File: src/rtl/core/pprd_pkg.sv
`default_nettype none

package pprd_pkg;

    // result kinds
    localparam logic [2:0] KIND_BYTE   = 3'd0;
    localparam logic [2:0] KIND_BUTTON = 3'd1;
    localparam logic [2:0] KIND_CSUM   = 3'd2;
    localparam logic [2:0] KIND_ID     = 3'd3;
    localparam logic [2:0] KIND_LEN    = 3'd4;

    // configuration register indexes
    localparam logic [1:0] REG_PACKET_ID     = 2'd0;
    localparam logic [1:0] REG_FILTER_DELAY  = 2'd1;
    localparam logic [1:0] REG_BUTTON_INDEX  = 2'd2;
    localparam logic [1:0] REG_CHECKSUM_SEED = 2'd3;

    // register reset values
    localparam logic [7:0] RST_PACKET_ID     = 8'h00;
    localparam logic [7:0] RST_FILTER_DELAY  = 8'd20;
    localparam logic [4:0] RST_BUTTON_INDEX  = 5'd13;
    localparam logic [7:0] RST_CHECKSUM_SEED = 8'h33;

    localparam logic [7:0] MIN_BUTTON_LEN = 8'd15;
    localparam logic [7:0] MIN_PACKET_LEN = 8'd2;
    localparam logic [1:0] CODE_NEXT      = 2'b01;
    localparam logic [1:0] CODE_RETURN    = 2'b10;

    // controller to datapath
    typedef struct packed {
        logic accept;     // input beat taken this cycle
        logic fetch;      // read next relay byte from the store
        logic send_byte;  // push fetched relay byte to the output
        logic send_csum;  // push recomputed checksum as last byte
    } pprd_cmd_t;

    // datapath to controller
    typedef struct packed {
        logic out_free;   // output register can take a beat this cycle
        logic pkt_good;   // current input beat completes a relayable packet
        logic last_data;  // relay index sits on the last byte before checksum
    } pprd_stat_t;

endpackage

`default_nettype wire

File: src/rtl/core/pprd_if.sv
`default_nettype none

interface pprd_in_if;
    logic       valid;
    logic       ready;
    logic       req_type;
    logic [7:0] rx_byte;
    logic       frame_start;
    logic       next_pin;
    logic       return_pin;

    modport source (
        output valid, req_type, rx_byte, frame_start, next_pin, return_pin,
        input  ready
    );
    modport sink (
        input  valid, req_type, rx_byte, frame_start, next_pin, return_pin,
        output ready
    );
endinterface

interface pprd_out_if;
    logic       valid;
    logic       ready;
    logic [2:0] out_kind;
    logic [7:0] out_byte;
    logic       out_last;
    logic [1:0] button_mask;

    modport source (
        output valid, out_kind, out_byte, out_last, button_mask,
        input  ready
    );
    modport sink (
        input  valid, out_kind, out_byte, out_last, button_mask,
        output ready
    );
endinterface

`default_nettype wire

File: src/rtl/core/pprd_ram.sv
`default_nettype none

module pprd_ram #(
    parameter int WIDTH = 8,
    parameter int DEPTH = 32
) (
    input  wire logic                     clk,
    input  wire logic                     we,
    input  wire logic [$clog2(DEPTH)-1:0] waddr,
    input  wire logic [WIDTH-1:0]         wdata,
    input  wire logic                     re,
    input  wire logic [$clog2(DEPTH)-1:0] raddr,
    output logic      [WIDTH-1:0]         rdata
);
    logic [WIDTH-1:0] mem [DEPTH];

    always_ff @(posedge clk)
    begin
        if (we)
        begin
            mem[waddr] <= wdata;
        end
        if (re)
        begin
            rdata <= mem[raddr];
        end
    end
endmodule

`default_nettype wire

File: src/rtl/core/pprd_ctrl.sv
`default_nettype none

module pprd_ctrl (
    input  wire logic                clk,
    input  wire logic                rst_n,
    input  wire logic                in_valid,
    output logic                     in_ready,
    input  wire pprd_pkg::pprd_stat_t stat,
    output pprd_pkg::pprd_cmd_t      cmd
);
    import pprd_pkg::*;

    localparam logic [1:0] S_IDLE  = 2'd0;
    localparam logic [1:0] S_FETCH = 2'd1;
    localparam logic [1:0] S_SEND  = 2'd2;
    localparam logic [1:0] S_CSUM  = 2'd3;

    logic [1:0] state_reg;
    logic [1:0] state_next;
    logic       accept;

    assign in_ready = (state_reg == S_IDLE) && stat.out_free;
    assign accept   = in_valid && in_ready;

    always_comb
    begin
        state_next    = state_reg;
        cmd           = '0;
        cmd.accept    = accept;
        unique case (state_reg)
            S_IDLE:
            begin
                if (accept && stat.pkt_good)
                begin
                    state_next = S_FETCH;
                end
            end
            S_FETCH:
            begin
                cmd.fetch  = 1'b1;
                state_next = S_SEND;
            end
            S_SEND:
            begin
                if (stat.out_free)
                begin
                    cmd.send_byte = 1'b1;
                    state_next    = stat.last_data ? S_CSUM : S_FETCH;
                end
            end
            S_CSUM:
            begin
                if (stat.out_free)
                begin
                    cmd.send_csum = 1'b1;
                    state_next    = S_IDLE;
                end
            end
            default:
            begin
                state_next = S_IDLE;
            end
        endcase
    end

    always_ff @(posedge clk or negedge rst_n)
    begin
        if (!rst_n)
        begin
            state_reg <= S_IDLE;
        end
        else
        begin
            state_reg <= state_next;
        end
    end

`ifndef SYNTHESIS
    a_fetch_then_send: assert property (@(posedge clk) disable iff (!rst_n)
        state_reg == S_FETCH |=> state_reg == S_SEND)
        else $error("fetch not followed by send");
    a_good_starts_relay: assert property (@(posedge clk) disable iff (!rst_n)
        accept && stat.pkt_good |=> state_reg == S_FETCH)
        else $error("good packet did not start relay");
    a_no_input_in_relay: assert property (@(posedge clk) disable iff (!rst_n)
        state_reg != S_IDLE |-> !in_ready)
        else $error("input taken during relay");
`endif

endmodule

`default_nettype wire

File: src/rtl/core/pprd_dp.sv
`default_nettype none

module pprd_dp #(
    parameter int MAX_PACKET = 32
) (
    input  wire logic                clk,
    input  wire logic                rst_n,
    input  wire pprd_pkg::pprd_cmd_t cmd,
    output pprd_pkg::pprd_stat_t     stat,
    input  wire logic                req_type,
    input  wire logic [7:0]          rx_byte,
    input  wire logic                frame_start,
    input  wire logic                next_pin,
    input  wire logic                return_pin,
    input  wire logic [7:0]          packet_id,
    input  wire logic [7:0]          filter_delay,
    input  wire logic [4:0]          button_index,
    input  wire logic [7:0]          checksum_seed,
    output logic                     out_valid,
    input  wire logic                out_ready,
    output logic [2:0]               out_kind,
    output logic [7:0]               out_byte,
    output logic                     out_last,
    output logic [1:0]               button_mask
);
    import pprd_pkg::*;

    localparam int CNT_W  = $clog2(MAX_PACKET + 1);
    localparam int ADDR_W = $clog2(MAX_PACKET);

    logic [CNT_W-1:0] byte_count_reg;
    logic [CNT_W-1:0] packet_length_reg;
    logic [7:0]       running_sum_reg;
    logic             receiving_reg;
    logic [7:0]       id_byte_reg;
    logic [7:0]       next_cnt_reg;
    logic [7:0]       ret_cnt_reg;
    logic [CNT_W-1:0] relay_idx_reg;
    logic [7:0]       relay_sum_reg;
    logic             out_valid_reg;
    logic [2:0]       out_kind_reg;
    logic [7:0]       out_byte_reg;
    logic             out_last_reg;
    logic [1:0]       out_mask_reg;

    logic [7:0]       next_cnt_next;
    logic [7:0]       ret_cnt_next;
    logic [1:0]       mask_now;
    logic [1:0]       mask_tick;
    logic [CNT_W-1:0] cnt_inc;
    logic             is_tick;
    logic             is_start;
    logic             is_body;
    logic             len_bad;
    logic             completes;
    logic [7:0]       id_seen;
    logic             ram_we;
    logic [ADDR_W-1:0] ram_waddr;
    logic [7:0]       ram_rdata;
    logic             replace;
    logic [7:0]       relay_byte;
    logic             res_load;
    logic [2:0]       res_kind;

    function automatic logic [7:0] debounce(input logic [7:0] cnt, input logic pressed,
                                            input logic [7:0] limit);
        logic [7:0] r;
        if (!pressed)
        begin
            r = 8'd0;
        end
        else if (cnt <= limit && cnt != 8'hFF)
        begin
            r = cnt + 8'd1;
        end
        else
        begin
            r = cnt;
        end
        return r;
    endfunction

    assign next_cnt_next = debounce(next_cnt_reg, !next_pin, filter_delay);
    assign ret_cnt_next  = debounce(ret_cnt_reg, !return_pin, filter_delay);
    assign mask_now  = ((next_cnt_reg > filter_delay) ? CODE_NEXT : 2'b00)
                     | ((ret_cnt_reg > filter_delay) ? CODE_RETURN : 2'b00);
    assign mask_tick = ((next_cnt_next > filter_delay) ? CODE_NEXT : 2'b00)
                     | ((ret_cnt_next > filter_delay) ? CODE_RETURN : 2'b00);

    assign is_tick   = req_type;
    assign is_start  = !req_type && frame_start;
    assign is_body   = !req_type && !frame_start && receiving_reg;
    assign len_bad   = (rx_byte < MIN_PACKET_LEN) || (rx_byte > 8'(MAX_PACKET));
    assign cnt_inc   = byte_count_reg + CNT_W'(1);
    assign completes = is_body && (cnt_inc == packet_length_reg);
    assign id_seen   = (byte_count_reg == CNT_W'(1)) ? rx_byte : id_byte_reg;

    assign stat.out_free  = !out_valid_reg || out_ready;
    assign stat.pkt_good  = completes && (running_sum_reg == rx_byte)
                            && (id_seen == packet_id);
    assign stat.last_data = ({1'b0, relay_idx_reg} + (CNT_W + 1)'(2))
                            == {1'b0, packet_length_reg};

    // packet store write port follows the input beat, read port the relay
    assign ram_we    = cmd.accept && ((is_start && !len_bad) || is_body);
    assign ram_waddr = is_start ? '0 : byte_count_reg[ADDR_W-1:0];

    pprd_ram #(
        .WIDTH (8),
        .DEPTH (MAX_PACKET)
    ) u_store (
        .clk   (clk),
        .we    (ram_we),
        .waddr (ram_waddr),
        .wdata (rx_byte),
        .re    (cmd.fetch),
        .raddr (relay_idx_reg[ADDR_W-1:0]),
        .rdata (ram_rdata)
    );

    assign replace    = ({1'b0, packet_length_reg} >= (CNT_W + 1)'(MIN_BUTTON_LEN))
                        && (8'(relay_idx_reg) == {3'b000, button_index});
    assign relay_byte = replace ? {6'd0, mask_now} : ram_rdata;

    // single-beat results caused by an input beat
    always_comb
    begin
        res_load = 1'b0;
        res_kind = KIND_BUTTON;
        if (cmd.accept)
        begin
            if (is_tick)
            begin
                res_load = 1'b1;
                res_kind = KIND_BUTTON;
            end
            else if (is_start && len_bad)
            begin
                res_load = 1'b1;
                res_kind = KIND_LEN;
            end
            else if (completes && running_sum_reg != rx_byte)
            begin
                res_load = 1'b1;
                res_kind = KIND_CSUM;
            end
            else if (completes && id_seen != packet_id)
            begin
                res_load = 1'b1;
                res_kind = KIND_ID;
            end
        end
    end

    always_ff @(posedge clk or negedge rst_n)
    begin
        if (!rst_n)
        begin
            byte_count_reg    <= '0;
            packet_length_reg <= '0;
            running_sum_reg   <= '0;
            receiving_reg     <= 1'b0;
            next_cnt_reg      <= '0;
            ret_cnt_reg       <= '0;
            relay_idx_reg     <= '0;
            out_valid_reg     <= 1'b0;
        end
        else
        begin
            if (cmd.accept)
            begin
                if (is_tick)
                begin
                    next_cnt_reg <= next_cnt_next;
                    ret_cnt_reg  <= ret_cnt_next;
                end
                else if (is_start)
                begin
                    byte_count_reg    <= len_bad ? '0 : CNT_W'(1);
                    packet_length_reg <= rx_byte[CNT_W-1:0];
                    running_sum_reg   <= checksum_seed + rx_byte;
                    receiving_reg     <= !len_bad;
                end
                else if (is_body)
                begin
                    byte_count_reg <= cnt_inc;
                    if (completes)
                    begin
                        receiving_reg <= 1'b0;
                        relay_idx_reg <= '0;
                    end
                    else
                    begin
                        running_sum_reg <= running_sum_reg + rx_byte;
                    end
                end
            end
            if (cmd.send_byte)
            begin
                relay_idx_reg <= relay_idx_reg + CNT_W'(1);
            end
            if (res_load || cmd.send_byte || cmd.send_csum)
            begin
                out_valid_reg <= 1'b1;
            end
            else if (out_ready)
            begin
                out_valid_reg <= 1'b0;
            end
        end
    end

    // payload registers
    always_ff @(posedge clk)
    begin
        if (cmd.accept && is_body && byte_count_reg == CNT_W'(1))
        begin
            id_byte_reg <= rx_byte;
        end
        if (cmd.accept && completes)
        begin
            relay_sum_reg <= checksum_seed;
        end
        else if (cmd.send_byte)
        begin
            relay_sum_reg <= relay_sum_reg + relay_byte;
        end
        if (res_load)
        begin
            out_kind_reg <= res_kind;
            out_byte_reg <= 8'd0;
            out_last_reg <= 1'b1;
            out_mask_reg <= (res_kind == KIND_BUTTON) ? mask_tick : 2'b00;
        end
        else if (cmd.send_byte)
        begin
            out_kind_reg <= KIND_BYTE;
            out_byte_reg <= relay_byte;
            out_last_reg <= 1'b0;
            out_mask_reg <= 2'b00;
        end
        else if (cmd.send_csum)
        begin
            out_kind_reg <= KIND_BYTE;
            out_byte_reg <= relay_sum_reg;
            out_last_reg <= 1'b1;
            out_mask_reg <= 2'b00;
        end
    end

    assign out_valid   = out_valid_reg;
    assign out_kind    = out_kind_reg;
    assign out_byte    = out_byte_reg;
    assign out_last    = out_last_reg;
    assign button_mask = out_mask_reg;

`ifndef SYNTHESIS
    a_recv_in_range: assert property (@(posedge clk) disable iff (!rst_n)
        receiving_reg |-> byte_count_reg < packet_length_reg
                          && byte_count_reg != '0)
        else $error("byte count out of packet range");
    a_csum_is_last: assert property (@(posedge clk) disable iff (!rst_n)
        cmd.send_csum |=> out_valid_reg && out_last_reg && out_kind_reg == KIND_BYTE)
        else $error("checksum beat not marked last");
    a_single_is_last: assert property (@(posedge clk) disable iff (!rst_n)
        out_valid_reg && out_kind_reg != KIND_BYTE |-> out_last_reg)
        else $error("single result not marked last");
`endif

endmodule

`default_nettype wire

File: src/rtl/core/panel_packet_relay_with_debounce.sv
`default_nettype none

// channel   dir  handshake        payload
// in_ch     in   valid / ready    req_type, rx_byte, frame_start, next_pin, return_pin
// out_ch    out  valid / ready    out_kind, out_byte, out_last, button_mask
// apb       in   psel / penable   paddr, pwdata, pwrite; prdata back, pready tied high
//
// ticks, stray and non-final packet bytes are taken back to back while output is free
// a good packet of length n relays n-1 stored bytes and a new checksum, input held off:
//   the registered store read is fetched in S_FETCH and sent in S_SEND per byte
// bad length, checksum or identifier loads one beat at the accept edge
// reset is asynchronous; the packet store has no clear, it is only read after write
// output stalls hold the relay in place and hold off new input beats

module panel_packet_relay_with_debounce #(
    parameter int MAX_PACKET = 32
) (
    input  wire logic        clk,
    input  wire logic        rst_n,
    pprd_in_if.sink          in_ch,
    pprd_out_if.source       out_ch,
    input  wire logic        psel,
    input  wire logic        penable,
    input  wire logic        pwrite,
    input  wire logic [3:0]  paddr,
    input  wire logic [31:0] pwdata,
    output logic      [31:0] prdata,
    output logic             pready
);
    import pprd_pkg::*;

    // configuration registers
    logic [7:0] packet_id_reg;
    logic [7:0] filter_delay_reg;
    logic [4:0] button_index_reg;
    logic [7:0] checksum_seed_reg;

    logic       cfg_write;
    logic [1:0] cfg_sel;

    pprd_cmd_t  cmd;
    pprd_stat_t stat;

    // apb: no wait states, write lands at the access cycle
    assign pready    = 1'b1;
    assign cfg_write = psel && penable && pwrite && pready;
    assign cfg_sel   = paddr[3:2];

    always_ff @(posedge clk or negedge rst_n)
    begin
        if (!rst_n)
        begin
            packet_id_reg     <= RST_PACKET_ID;
            filter_delay_reg  <= RST_FILTER_DELAY;
            button_index_reg  <= RST_BUTTON_INDEX;
            checksum_seed_reg <= RST_CHECKSUM_SEED;
        end
        else if (cfg_write)
        begin
            unique case (cfg_sel)
                REG_PACKET_ID:     packet_id_reg     <= pwdata[7:0];
                REG_FILTER_DELAY:  filter_delay_reg  <= pwdata[7:0];
                REG_BUTTON_INDEX:  button_index_reg  <= pwdata[4:0];
                REG_CHECKSUM_SEED: checksum_seed_reg <= pwdata[7:0];
                default:           packet_id_reg     <= packet_id_reg;
            endcase
        end
    end

    // register readback
    always_comb
    begin
        unique case (cfg_sel)
            REG_PACKET_ID:     prdata = {24'd0, packet_id_reg};
            REG_FILTER_DELAY:  prdata = {24'd0, filter_delay_reg};
            REG_BUTTON_INDEX:  prdata = {27'd0, button_index_reg};
            REG_CHECKSUM_SEED: prdata = {24'd0, checksum_seed_reg};
            default:           prdata = 32'd0;
        endcase
    end

    // sequencer: idle intake, then fetch/send per relay byte, then checksum beat
    pprd_ctrl u_ctrl (
        .clk      (clk),
        .rst_n    (rst_n),
        .in_valid (in_ch.valid),
        .in_ready (in_ch.ready),
        .stat     (stat),
        .cmd      (cmd)
    );

    // packet store, sums, debounce counters and the output register
    pprd_dp #(
        .MAX_PACKET (MAX_PACKET)
    ) u_dp (
        .clk           (clk),
        .rst_n         (rst_n),
        .cmd           (cmd),
        .stat          (stat),
        .req_type      (in_ch.req_type),
        .rx_byte       (in_ch.rx_byte),
        .frame_start   (in_ch.frame_start),
        .next_pin      (in_ch.next_pin),
        .return_pin    (in_ch.return_pin),
        .packet_id     (packet_id_reg),
        .filter_delay  (filter_delay_reg),
        .button_index  (button_index_reg),
        .checksum_seed (checksum_seed_reg),
        .out_valid     (out_ch.valid),
        .out_ready     (out_ch.ready),
        .out_kind      (out_ch.out_kind),
        .out_byte      (out_ch.out_byte),
        .out_last      (out_ch.out_last),
        .button_mask   (out_ch.button_mask)
    );

endmodule

`default_nettype wire

File: src/flat_wrapper.sv
// flat-port wrapper written by rule: the top's interface ports become plain ports
module panel_packet_relay_with_debounce_flat import pprd_pkg::*;
#(
    parameter int MAX_PACKET = 32
)
  (clk, rst_n, psel, penable, pwrite, paddr, pwdata, prdata, pready, in_ch_valid, in_ch_req_type, in_ch_rx_byte, in_ch_frame_start, in_ch_next_pin, in_ch_return_pin, in_ch_ready, out_ch_valid, out_ch_out_kind, out_ch_out_byte, out_ch_out_last, out_ch_button_mask, out_ch_ready);
  pprd_in_if in_ch_i ();
  pprd_out_if out_ch_i ();
  input  wire logic clk;
  input  wire logic rst_n;
  input  wire logic psel;
  input  wire logic penable;
  input  wire logic pwrite;
  input  wire logic [3:0] paddr;
  input  wire logic [31:0] pwdata;
  output logic      [31:0] prdata;
  output logic pready;
  input wire logic [$bits(in_ch_i.valid)-1:0] in_ch_valid;
  input wire logic [$bits(in_ch_i.req_type)-1:0] in_ch_req_type;
  input wire logic [$bits(in_ch_i.rx_byte)-1:0] in_ch_rx_byte;
  input wire logic [$bits(in_ch_i.frame_start)-1:0] in_ch_frame_start;
  input wire logic [$bits(in_ch_i.next_pin)-1:0] in_ch_next_pin;
  input wire logic [$bits(in_ch_i.return_pin)-1:0] in_ch_return_pin;
  output wire logic [$bits(in_ch_i.ready)-1:0] in_ch_ready;
  output wire logic [$bits(out_ch_i.valid)-1:0] out_ch_valid;
  output wire logic [$bits(out_ch_i.out_kind)-1:0] out_ch_out_kind;
  output wire logic [$bits(out_ch_i.out_byte)-1:0] out_ch_out_byte;
  output wire logic [$bits(out_ch_i.out_last)-1:0] out_ch_out_last;
  output wire logic [$bits(out_ch_i.button_mask)-1:0] out_ch_button_mask;
  input wire logic [$bits(out_ch_i.ready)-1:0] out_ch_ready;
  assign in_ch_i.valid = in_ch_valid;
  assign in_ch_i.req_type = in_ch_req_type;
  assign in_ch_i.rx_byte = in_ch_rx_byte;
  assign in_ch_i.frame_start = in_ch_frame_start;
  assign in_ch_i.next_pin = in_ch_next_pin;
  assign in_ch_i.return_pin = in_ch_return_pin;
  assign in_ch_ready = in_ch_i.ready;
  assign out_ch_valid = out_ch_i.valid;
  assign out_ch_out_kind = out_ch_i.out_kind;
  assign out_ch_out_byte = out_ch_i.out_byte;
  assign out_ch_out_last = out_ch_i.out_last;
  assign out_ch_button_mask = out_ch_i.button_mask;
  assign out_ch_i.ready = out_ch_ready;
  panel_packet_relay_with_debounce #(.MAX_PACKET(MAX_PACKET)) u_core (.clk(clk), .rst_n(rst_n), .in_ch(in_ch_i), .out_ch(out_ch_i), .psel(psel), .penable(penable), .pwrite(pwrite), .paddr(paddr), .pwdata(pwdata), .prdata(prdata), .pready(pready));
endmodule
File: config.mk
export PLATFORM = sky130hd
export DESIGN_NAME = panel_packet_relay_with_debounce_flat
export DESIGN_NICKNAME = d
export VERILOG_FILES = /design/src/rtl/core/pprd_pkg.sv /design/src/rtl/core/pprd_if.sv /design/src/rtl/core/pprd_ram.sv /design/src/rtl/core/pprd_ctrl.sv /design/src/rtl/core/pprd_dp.sv /design/src/rtl/core/panel_packet_relay_with_debounce.sv /design/src/flat_wrapper.sv
export SDC_FILE = /design/constraint.sdc
export NUM_CORES = 1
export LEC_CHECK = 0
export ABC_AREA = 1
export BUFFER_PORTS_ARGS = -buffer_cell sky130_fd_sc_hd__buf_2
export CORE_UTILIZATION = 60
export CTS_BUF_LIST = sky130_fd_sc_hd__clkbuf_4 sky130_fd_sc_hd__clkbuf_8 sky130_fd_sc_hd__clkbuf_16
export DETAILED_ROUTE_END_ITERATION = 10
export PLACE_DENSITY_LB_ADDON = 0.12
export SETUP_SLACK_MARGIN = 0.2
export SYNTH_ARGS = -nofsm -noshare
export SYNTH_HDL_FRONTEND = slang
export SYNTH_SLANG_ARGS = --single-unit
File: constraint.sdc
create_clock -name clk -period 7.4 [get_ports clk]
set_clock_uncertainty 0.1 [all_clocks]
set_input_delay 1.48 -clock clk [delete_from_list [all_inputs] [get_ports clk]]
set_output_delay 1.48 -clock clk [all_outputs]
set_load 0.01 [all_outputs]
==> results of run 1 <==
## worst register-to-register path, cell delays in order, from the launching register on
cell and delay (ps):
dfrtp_4 830, clkinv_2 710, nand2_1 210, nand2_1 70
a21oi_1 110, nand2_1 80, nor2_2 250, inv_2 130
nand2_1 110, nand2_1 70, ha_1 230, fa_1 410
nand3_1 80, nand2_1 90, a21oi_1 150, nor2_1 50
nor2_1 110, xor2_1 170, o21ai_0 110
## routing by layer
layer | up-vias | share of wire | track usage
li1 | 6264 | - | -
met2 | 586 | 0.46 | 0.444
met1 | 6166 | 0.43 | 0.420
met4 | 0 | 0.027 | 0.0921
met3 | 87 | 0.080 | 0.0418
met5 | - | 0 | 0
## synth_stat cells (4+ instances only)
library cell	count	share of area
nor2_1	237	0.050
xnor2_1	6	0.0030
dfxtp_1	9	0.010
xor2_1	23	0.011
ha_1	52	0.037
buf_2	14	0.0039
o221ai_1	28	0.014
nor3_1	7	0.0020
clkinv_1	4	0.00084
o2111ai_1	5	0.0025
a21oi_1	43	0.012
dfstp_2	9	0.013
nand4_1	33	0.012
and3_1	4	0.0014
edfxtp_1	285	0.48
inv_1	142	0.030
nor2_2	4	0.0014
o22ai_1	45	0.016
nand3_1	74	0.021
buf_4	26	0.011
o211ai_1	10	0.0042
o21ai_1	12	0.0034
dfrtp_1	66	0.093
o21ai_0	223	0.063
buf_1	4	0.00084
clkbuf_1	46	0.0097
nand3b_1	6	0.0025
nand2_1	331	0.070
## layout make-up
class / instances / area [um2]
Clock buffer: 53 / 1100
Clock inverter: 19 / 215
Fill cell: 2205 / 9400
Inverter: 149 / 562
Multi-Input combinational cell: 1200 / 6190
Sequential cell: 369 / 10600
Tap cell: 384 / 480
Timing Repair Buffer: 64 / 353
## power by group through the flow
stage / logic (W) / clock network, W / registers, W
after detailed placement: 0.00250 / 0 / 0.00282
final: 0.00254 / 0.00198 / 0.00278
after CTS: 0.00252 / 0.00199 / 0.00278
after floorplan: 0.00189 / 0 / 0.00270
after global placement: 0.00242 / 0 / 0.00281
after global routing: 0.00284 / 0.00207 / 0.00281
## layout by cell type (no fill, tap or decap), types with 23 or more instances in the layout
| cell type | count |
|---|---|
| o21ai_0 | 223 |
| nand2_1 | 331 |
| nand4_1 | 33 |
| conb_1 | 25 |
| o221ai_1 | 28 |
| xor2_1 | 23 |
| clkbuf_16 | 39 |
| dfrtp_1 | 64 |
| inv_1 | 141 |
| buf_2 | 51 |
| nand3_1 | 74 |
| o22ai_1 | 45 |
| edfxtp_1 | 285 |
| a21oi_1 | 43 |
| nor2_1 | 237 |
| ha_1 | 52 |
## stage by stage
stage	power, W	worst slack (ps)	area, um2	utilization
floorplan	0.00459	3660	17900	-
global placement	0.00524	2830	18200	0.630
detailed placement	0.00532	2730	18200	0.630
CTS	0.00729	3060	19500	0.675
global route	0.00772	2710	19500	0.675
finish	0.00730	3060	19500	0.675
## how the worst min path moves through the flow
stage / start / slack [ps] / endpoint
2_1_floorplan: u_core.u_dp.running_sum_reg[5]$_DFFE_PN0P_ / 370 / u_core.u_dp.running_sum_reg[5]$_DFFE_PN0P_
3_3_place_gp: u_core.u_dp.running_sum_reg[6]$_DFFE_PN0P_ / 400 / u_core.u_dp.running_sum_reg[6]$_DFFE_PN0P_
3_5_place_dp: u_core.filter_delay_reg[4]$_DFFE_PN1P_ / 400 / u_core.filter_delay_reg[4]$_DFFE_PN1P_
4_1_cts: u_core.filter_delay_reg[4]$_DFFE_PN1P_ / 410 / u_core.filter_delay_reg[4]$_DFFE_PN1P_
5_1_grt: u_core.u_dp.out_last$_SDFFE_PP1P_ / 430 / u_core.u_dp.out_last$_SDFFE_PP1P_
6_report: u_core.checksum_seed_reg[1]$_DFFE_PN1P_ / 410 / u_core.checksum_seed_reg[1]$_DFFE_PN1P_
## kinds of logic (layout without fill, tap and decap cells)
| logic type | after synthesis | in the layout | share of synthesized area |
|---|---|---|---|
| XOR/XNOR | 29 | 29 | 0.0143 |
| other | 2 | 25 | 0.000422 |
| AO/OA/AOI/OAI | 382 | 382 | 0.123 |
| adder cells (fa/ha/maj) | 54 | 54 | 0.0388 |
| buffers and inverters | 243 | 285 | 0.0596 |
| multiplexers | 1 | 1 | 0.000563 |
| AND/OR/NAND/NOR | 709 | 709 | 0.167 |
| flip-flops | 369 | 369 | 0.597 |
==> impl_metrics.tcl, run 1 <==
set metrics [dict create \
    p_clk_frac 0.271 \
    cp-start-kind "register" \
    drive_gt1_frac 0.0885 \
    power_density_mw_per_mm2 374 \
    crit_type "reg -> reg" \
    cts.sinks 369 \
    place_inst 2166 \
    finalCritPeriodShare 0.587 \
    cts_setup_buffers 0 \
    syn2layout_area_growth_pct 9.78 \
    yosysSeqAreaShare 0.597 \
    largest_register "u_core.u_dp.u_store.mem" \
    slew_viol_final 0 \
    finalHoldViolCount 0 \
    grt_pass1_vias 12140 \
    min_path_type "reg -> reg" \
    mappedNetlistArea_mm2 0.0178 \
    critPathTopFamily "simple AND/OR/NAND/NOR gates" \
    vias_per_cell 5.85 \
    drtAntennaViolNets 0 \
    drcViolationCount 0 \
    clkSlewWorstSetupHoldPaths_ps 60 \
    holdPathStages 2 \
    initial_core_util 0.615 \
    first_iter_violations 1524 \
    hold_buffers 0 \
    ys_seq_elements 369 \
    async_flop_share 0.203 \
    netlist_instances 1789 \
    rsz0062_at_grt "no" \
    wl_um 43100 \
    die_height_um 174 \
    worst_r2r_path_depth 18 \
    wl_per_cell_um 19.3 \
    gr-total-overflow 0 \
    vias 13103 \
    cp_common_cell "nand2_1" \
    endpoint "u_core.u_dp.relay_sum_reg[6]$_DFFE_PP_" \
    comb_power_share 0.348 \
    grtUsageTotal 0.287 \
    core_area_mm2 0.0289 \
    path_cells "clkinv_2 -> nand2_1 -> nand2_1 -> a21oi_1 -> nand2_1 -> nor2_2 -> inv_2 -> nand2_1 -> nand2_1 -> ha_1 -> fa_1 -> nand3_1 -> nand2_1 -> a21oi_1 -> nor2_1 -> nor2_1 -> xor2_1 -> o21ai_0" \
    crit_fanout 59 \
    reg2reg_from "u_core.u_dp.relay_idx_reg[0]$_DFFE_PN0P_" \
    largest_register_ffs 256 \
    boundaryPins 104 \
    cts_resized 0 \
    cp.arrival_ps 4520 \
    fin_crit_ps 4340 \
    ys.flop_type "edfxtp_1" \
    critPathSlowestCell "dfrtp_4" \
    rows 62 \
    ir_drop_uv 227 \
    p_seq_frac 0.382 \
    syn_area_per_cell_um2 9.95 \
    relSlewSlack 0.209 \
    cts_tree "done" \
    internal_power_w 0.00451 \
    place_hpwl_um 27600 \
    crit_start "u_core.u_dp.relay_idx_reg[0]$_DFFE_PN0P_" \
    ys_warn_count 0 \
    crit_path_end_kind "register" \
    die_w_um 174 \
    crit_buf_inv 2 \
    synth_edf_count 285 \
    nets 1932 \
    stdcell_count 2238 \
    antenna_found_initial 0 \
    firstDrtPassIters 6 \
    timing.rr.end "u_core.u_dp.relay_sum_reg[6]$_DFFE_PP_" \
    tns_ps 0 \
    grt_max_degree 87 \
    grt_pass1_wl_um 67100 \
    power_switching_w 0.00279 \
    path_depth 18 \
    root_buffer "clkbuf_16" \
    swShare 0.382 \
    cts_buffers 39 \
    port_buffers 52 \
    cp_slowest_stage_delay_ps 830 \
    worst_pin_slew_ps 1180 \
    clock_latency_ps 540 \
    clk_path_buf_depth 3 \
    setup_viol 0 \
    outcome "finished, final reports clean" \
    worstPathRequired_ps 7580 \
    leakagePower_nw 7.66 \
    whs_ps 406 \
    maxCapViolCount 0 \
    synthDistinctLibCells 57 \
    diodes 0 \
    dieArea_mm2 0.0304 \
    fmax_mhz 230 \
    routabilityCongestion 0.951 \
    h-tree-depth 2 \
    rrSetupSlack_ps 3060 \
]
Note: power is estimated with default switching activity, not from simulation.
==> run 2, diff against run 1 <==
Settings changed: ABC_AREA 1 to 0.
Clock period 7.4 ns to 4.2 ns, I/O delays scaled along.
==> run 2 against run 1 <==
  * Fmax is 18% higher
  * Setup slack worse by 2500 ps
  * Synthesized cell count is 29% lower
  * Critical path depth is 3 lower
  * Area after synthesis is 2.0% lower
  * Die area is 2.0% lower
  * Combinational power is 33% higher
  * Hold slack worse by 130 ps
  * Global-route usage is 1.0 points lower
  * Routed wire length is 7.9% lower
  * Critical endpoint unchanged
==> impl_metrics.tcl, run 2 <==
set metrics [dict create \
    finalCritPeriodShare 0.878 \
    grt_busiest_layer "met2" \
    fmax_mhz 271 \
    fillerInstances 2004 \
    ys_seq_elements 369 \
    dieArea_mm2 0.0297 \
    yosysSeqAreaShare 0.609 \
    boundaryPins 104 \
    antenna_found_initial 0 \
    synthTopCellsByArea "edfxtp_1 (49%), dfrtp_1 (9.5%), mux4_2 (7.4%)" \
    async_flop_share 0.203 \
    fin_crit_ps 3690 \
    crit_path_end_kind "register" \
    cp.arrival_ps 3870 \
    grtUsageTotal 0.277 \
    h-tree-depth 2 \
    drtAntennaViolNets 0 \
    largest_register_ffs 256 \
    setup_viol 0 \
    crit_type "reg -> reg" \
    cp-start-kind "register" \
    leakagePower_nw 7.23 \
    hold_buffers 0 \
    comb_power_share 0.298 \
    worstPathRequired_ps 4380 \
    internal_power_w 0.00774 \
    firstDrtPassIters 5 \
    drcViolationCount 0 \
    final_cell_mix "edfxtp_1 (285), nor2_1 (113), nand2_1 (84)" \
    routabilityCongestion 0.849 \
    root_buffer "clkbuf_16" \
    ys.flop_type "edfxtp_1" \
    outcome "finished, final reports clean" \
    mappedNetlistArea_mm2 0.0174 \
    tns_ps 0 \
    slew_viol_final 0 \
    synth_top_area_frac 0.491 \
    cts_setup_buffers 0 \
    die_height_um 172 \
    vias 10854 \
    layout_commonest_cell "edfxtp_1" \
    clk_path_buf_depth 3 \
    rsz0062_at_grt "no" \
    cts_tree "done" \
    first_iter_violations 965 \
    grt_pass1_wl_um 60600 \
    syn2layout_area_growth_pct 11.8 \
    syn_area_per_cell_um2 13.6 \
    die_w_um 172 \
    rrSetupSlack_ps 510 \
    cts.sinks 369 \
    diodes 0 \
    synthDistinctLibCells 67 \
    worst_pin_slew_ps 1140 \
    p_clk_frac 0.295 \
    clock_latency_ps 550 \
    grt_pass1_vias 10388 \
    initial_core_util 0.609 \
    relSlewSlack 0.239 \
    gr-total-overflow 0 \
    grt_use_met2 0.448 \
    maxCapViolCount 0 \
    synth_edf_count 285 \
    power_switching_w 0.00361 \
    place_hpwl_um 26600 \
    post-route-util 0.681 \
    clkSlewWorstSetupHoldPaths_ps 60 \
    wl_um 39700 \
    crit_fanout 5 \
    core_area_mm2 0.0286 \
    swShare 0.318 \
    drive_gt1_frac 0.201 \
    vias_per_cell 6.11 \
    met1_usage 0.402 \
    synthTopCellsByCount "edfxtp_1 (285), nor2_1 (113), nand2_1 (84)" \
    ys_warn_count 0 \
    ir_drop_uv 479 \
    synth_largest_area_cell "edfxtp_1" \
    met3_usage 0.0394 \
    grt_max_degree 57 \
    cts_buffers 39 \
    yosysMostFrequentCell "edfxtp_1" \
    min_path_type "in -> async" \
    finalHoldViolCount 0 \
    port_buffers 52 \
    p_seq_frac 0.407 \
    power_density_mw_per_mm2 583 \
    rows 62 \
    wl_per_cell_um 22.4 \
    netlist_instances 1279 \
    nets 1470 \
    largest_register "u_core.u_dp.u_store.mem" \
    cts_resized 0 \
]
run 2: power groups by stage:
stage / registers, W / clock network [W] / logic (W)
final: 0.00462 / 0.00335 / 0.00338
after global routing: 0.00465 / 0.00354 / 0.00372
after CTS: 0.00461 / 0.00339 / 0.00341
after detailed placement: 0.00469 / 0 / 0.00339
after global placement: 0.00468 / 0 / 0.00332
after floorplan: 0.00456 / 0 / 0.00254
run 2: metrics by stage:
stage	setup slack (ps)	hold slack (ps)	instances	total power, W	cell area (um2)
final	511	274	1775	0.0114	19500
after global routing	318	348	1775	0.0119	19500
after CTS	552	302	1775	0.0114	19500
after detailed placement	523	377	1704	0.00807	18200
after global placement	615	366	1704	0.00799	18200
after floorplan	676	376	1302	0.00709	17500
run 2: critical path, cell delays in order, from the launching register on:
cell and delay (ps):
dfstp_2 530, inv_1 140, ha_1 310, nand4_1 100, nor2_1 170, a21oi_1 70
nor2_1 150, o21ai_0 150, ha_1 260, fa_1 410, a21o_1 180, a21oi_1 230
o21bai_1 90, a21oi_1 180, xnor2_1 90, mux2_2 270
run 2: final cells by class:
class | count | area [um2] | share of cell area
flip-flops and latches | 369 | 10600 | 0.545
multi-input cells | 808 | 6310 | 0.324
repair buffers | 108 | 683 | 0.0351
inverters | 35 | 131 | 0.00674
well taps | 384 | 480 | 0.0247
clock buffers | 42 | 998 | 0.0512
clock inverters | 29 | 256 | 0.0132
run 2: path summary, 6_finish.rpt:
check                                                  startpoint                                 endpoint  depth (start not counted)
max                        u_core.filter_delay_reg[4]$_DFFE_PN1P_   u_core.u_dp.relay_sum_reg[6]$_DFFE_PP_                         15
min                                                         rst_n   u_core.u_dp.ret_cnt_reg[7]$_DFFE_PN0P_                          1
max reg2reg                u_core.filter_delay_reg[4]$_DFFE_PN1P_   u_core.u_dp.relay_sum_reg[6]$_DFFE_PP_                         15
min reg2reg                  u_core.u_dp.out_byte[0]$_SDFFE_PP0P_     u_core.u_dp.out_byte[0]$_SDFFE_PP0P_                          2
max in group asynchronous                                   rst_n  u_core.checksum_seed_reg[1]$_DFFE_PN1P_                          2
min in group clk             u_core.u_dp.out_byte[0]$_SDFFE_PP0P_     u_core.u_dp.out_byte[0]$_SDFFE_PP0P_                          2
run 2: kinds of logic after synthesis:
group / share of synthesized area
AOI/OAI and AO/OA: 0.0762
xor gates and xnor gates: 0.0306
adders and majority gates: 0.0396
buffers and inverters: 0.0338
DFF: 0.609
muxes: 0.124
other: 0.000431
and+or+nand+nor: 0.0863
run 2: layer usage:
metal  vias up  wire length (um)
li1       4984                 -
met1      5449             17600
met2       373             19100
met3        48              2460
met4         0               569
met5         -                 0
==> run 3, diff against run 2 <==
Settings changed: CELL_PAD_IN_SITES_DETAIL_PLACEMENT set to 2, CELL_PAD_IN_SITES_GLOBAL_PLACEMENT set to 2, CORE_UTILIZATION 60 to 44.
==> run 3 against run 2 <==
  * Final area up 1.8%
  * Combinational power up 6.5%
  * Utilization down 17 points
  * Largest cell class unchanged
==> impl_metrics.tcl, run 3 (synthesis results as in run 2) <==
set metrics [dict create \
    outcome "finished, final reports clean" \
    core_area_mm2 0.0388 \
    power_density_mw_per_mm2 610 \
    grtUsageTotal 0.272 \
    die_height_um 201 \
    place_hpwl_um 36300 \
    diodes 0 \
    cts.sinks 369 \
    post-place-ws_ps 217 \
    clkSlewWorstSetupHoldPaths_ps 60 \
    layout_commonest_cell "edfxtp_1" \
    grt_pass1_wl_um 80600 \
    maxCapViolCount 0 \
    relSlewSlack 0.218 \
    cp-start-kind "register" \
    initial_core_util 0.449 \
    fmax_mhz 263 \
    reg2reg_from "u_core.u_ctrl.state_reg[0]$_DFFE_PN0P_" \
    fillerInstances 3641 \
    clock_latency_ps 580 \
    cts_tree "done" \
    rows 72 \
    final_cell_mix "edfxtp_1 (285), nor2_1 (113), nand2_1 (84)" \
    timing.rr.end "u_core.u_dp.u_store.mem[15][5]$_DFFE_PP_" \
    hold_buffers 0 \
    worst_pin_slew_ps 1170 \
    fin_crit_ps 3800 \
    largest_register "u_core.u_dp.u_store.mem" \
    cp_slowest_stage_delay_ps 940 \
    wl_um 53600 \
    crit_path_end_kind "register" \
    wl_per_cell_um 28.0 \
    cp.arrival_ps 3880 \
    first_iter_violations 789 \
    path_cells "inv_1 -> nand4_1 -> nor4b_1 -> buf_4 -> nand3_1 -> nor2_1" \
    leakagePower_nw 7.31 \
    boundaryPins 104 \
    fin_ws_ps 404 \
    min_path_type "in -> async" \
    critPathSlowestCell "nor2_1" \
    worstPathRequired_ps 4290 \
    setup_viol 0 \
    drive_gt1_frac 0.209 \
    critPathTopFamily "simple AND/OR/NAND/NOR gates" \
    root_buffer "clkbuf_16" \
    cts_buffers 41 \
    crit_type "reg -> reg" \
    worst_r2r_path_depth 6 \
    tns_ps 0 \
    drtAntennaViolNets 0 \
    rsz0062_at_grt "yes" \
    finalHoldViolCount 0 \
    nets 1472 \
    gr-total-overflow 0 \
    drcViolationCount 0 \
    grt_pass1_vias 12413 \
    finalCritPeriodShare 0.904 \
    antenna_found_initial 0 \
    rrSetupSlack_ps 400 \
    slew_viol_final 0 \
    routabilityCongestion 0.790 \
    firstDrtPassIters 5 \
    dieArea_mm2 0.0404 \
    die_w_um 201 \
    syn2layout_area_growth_pct 13.8 \
    crit_fanout 16 \
    h-tree-depth 2 \
    clk_path_buf_depth 3 \
    vias 11320 \
    crit_buf_inv 2 \
    largest_register_ffs 256 \
    port_buffers 52 \
    grt_max_degree 86 \
    ir_drop_uv 392 \
    vias_per_cell 5.92 \
]
## run 3: changes by cell type in the layout (fill, tap and decap cells not counted), sizes merged
cell | before | now
inv | 37 | 34
bufinv | 3 | 6
clkbuf | 42 | 55
clkinv | 22 | 12
clkinvlp | 2 | 3
## run 3: worst reg2reg max path: cells and delay by family (launching register included)
family                 cells  cell delay, ps
and+or+nand+nor            4            2200
buffers and inverters      2             510
DFF                        1             600
## run 3: worst max-delay path by stage
stage	from	to	slack [ps]	cells past startpoint
after floorplan	in_ch_frame_start	u_core.u_dp.running_sum_reg[7]$_DFFE_PN0P_	680	14
after CTS	u_core.u_ctrl.state_reg[0]$_DFFE_PN0P_	u_core.u_dp.u_store.mem[15][4]$_DFFE_PP_	390	6
after detailed placement	out_ch_ready	u_core.u_dp.u_store.mem[15][5]$_DFFE_PP_	220	7
final	u_core.u_ctrl.state_reg[0]$_DFFE_PN0P_	u_core.u_dp.u_store.mem[15][5]$_DFFE_PP_	400	6
after global routing	u_core.filter_delay_reg[7]$_DFFE_PN0P_	u_core.u_dp.button_mask[1]$_SDFFCE_PN0P_	160	16
after global placement	in_ch_rx_byte[1]	u_core.u_dp.u_store.mem[8][7]$_DFFE_PP_	410	8
## run 3: repair_timing
action	4_1_cts	5_1_grt
resized for setup	0	2
endpoints found under the setup margin	0	2
hold endpoints to repair	0	0
buffers inserted	0	2
## run 3: final cells by class
type	instances	area (um2)	share of cell area
clock buffers	55	1160	0.0585
clock inverters	20	262	0.0132
repair buffers	108	696	0.0351
flip-flops and latches	369	10600	0.536
inverters	35	135	0.00681
well taps	518	648	0.0327
multi-input cells	808	6310	0.318
## run 3: layer usage
layer  vias to the layer above  global-route usage  routed length (um)
met2                       275               0.462               26700
met4                         0               0.106                1850
met5                         -                   0                   0
met3                       103              0.0398                2530
li1                       4970                   -                   -
met1                      5972               0.352               22500
## run 3: stage by stage
step	util	cell area, um2	hold slack, ps	instances	total power [W]
6_report	0.511	19800	272	1913	0.0121
5_1_grt	0.511	19800	323	1913	0.0127
4_1_cts	0.511	19800	301	1911	0.0122
3_5_place_dp	0.474	18400	392	1836	0.00832
3_3_place_gp	0.474	18400	379	1836	0.00813
2_1_floorplan	-	17500	376	1302	0.00709
## run 3: power breakdown
group	switching, W	total (W)	internal, W
clock network	0.00154	0.00385	0.00232
registers	0.000356	0.00465	0.00429
logic	0.00208	0.00360	0.00152
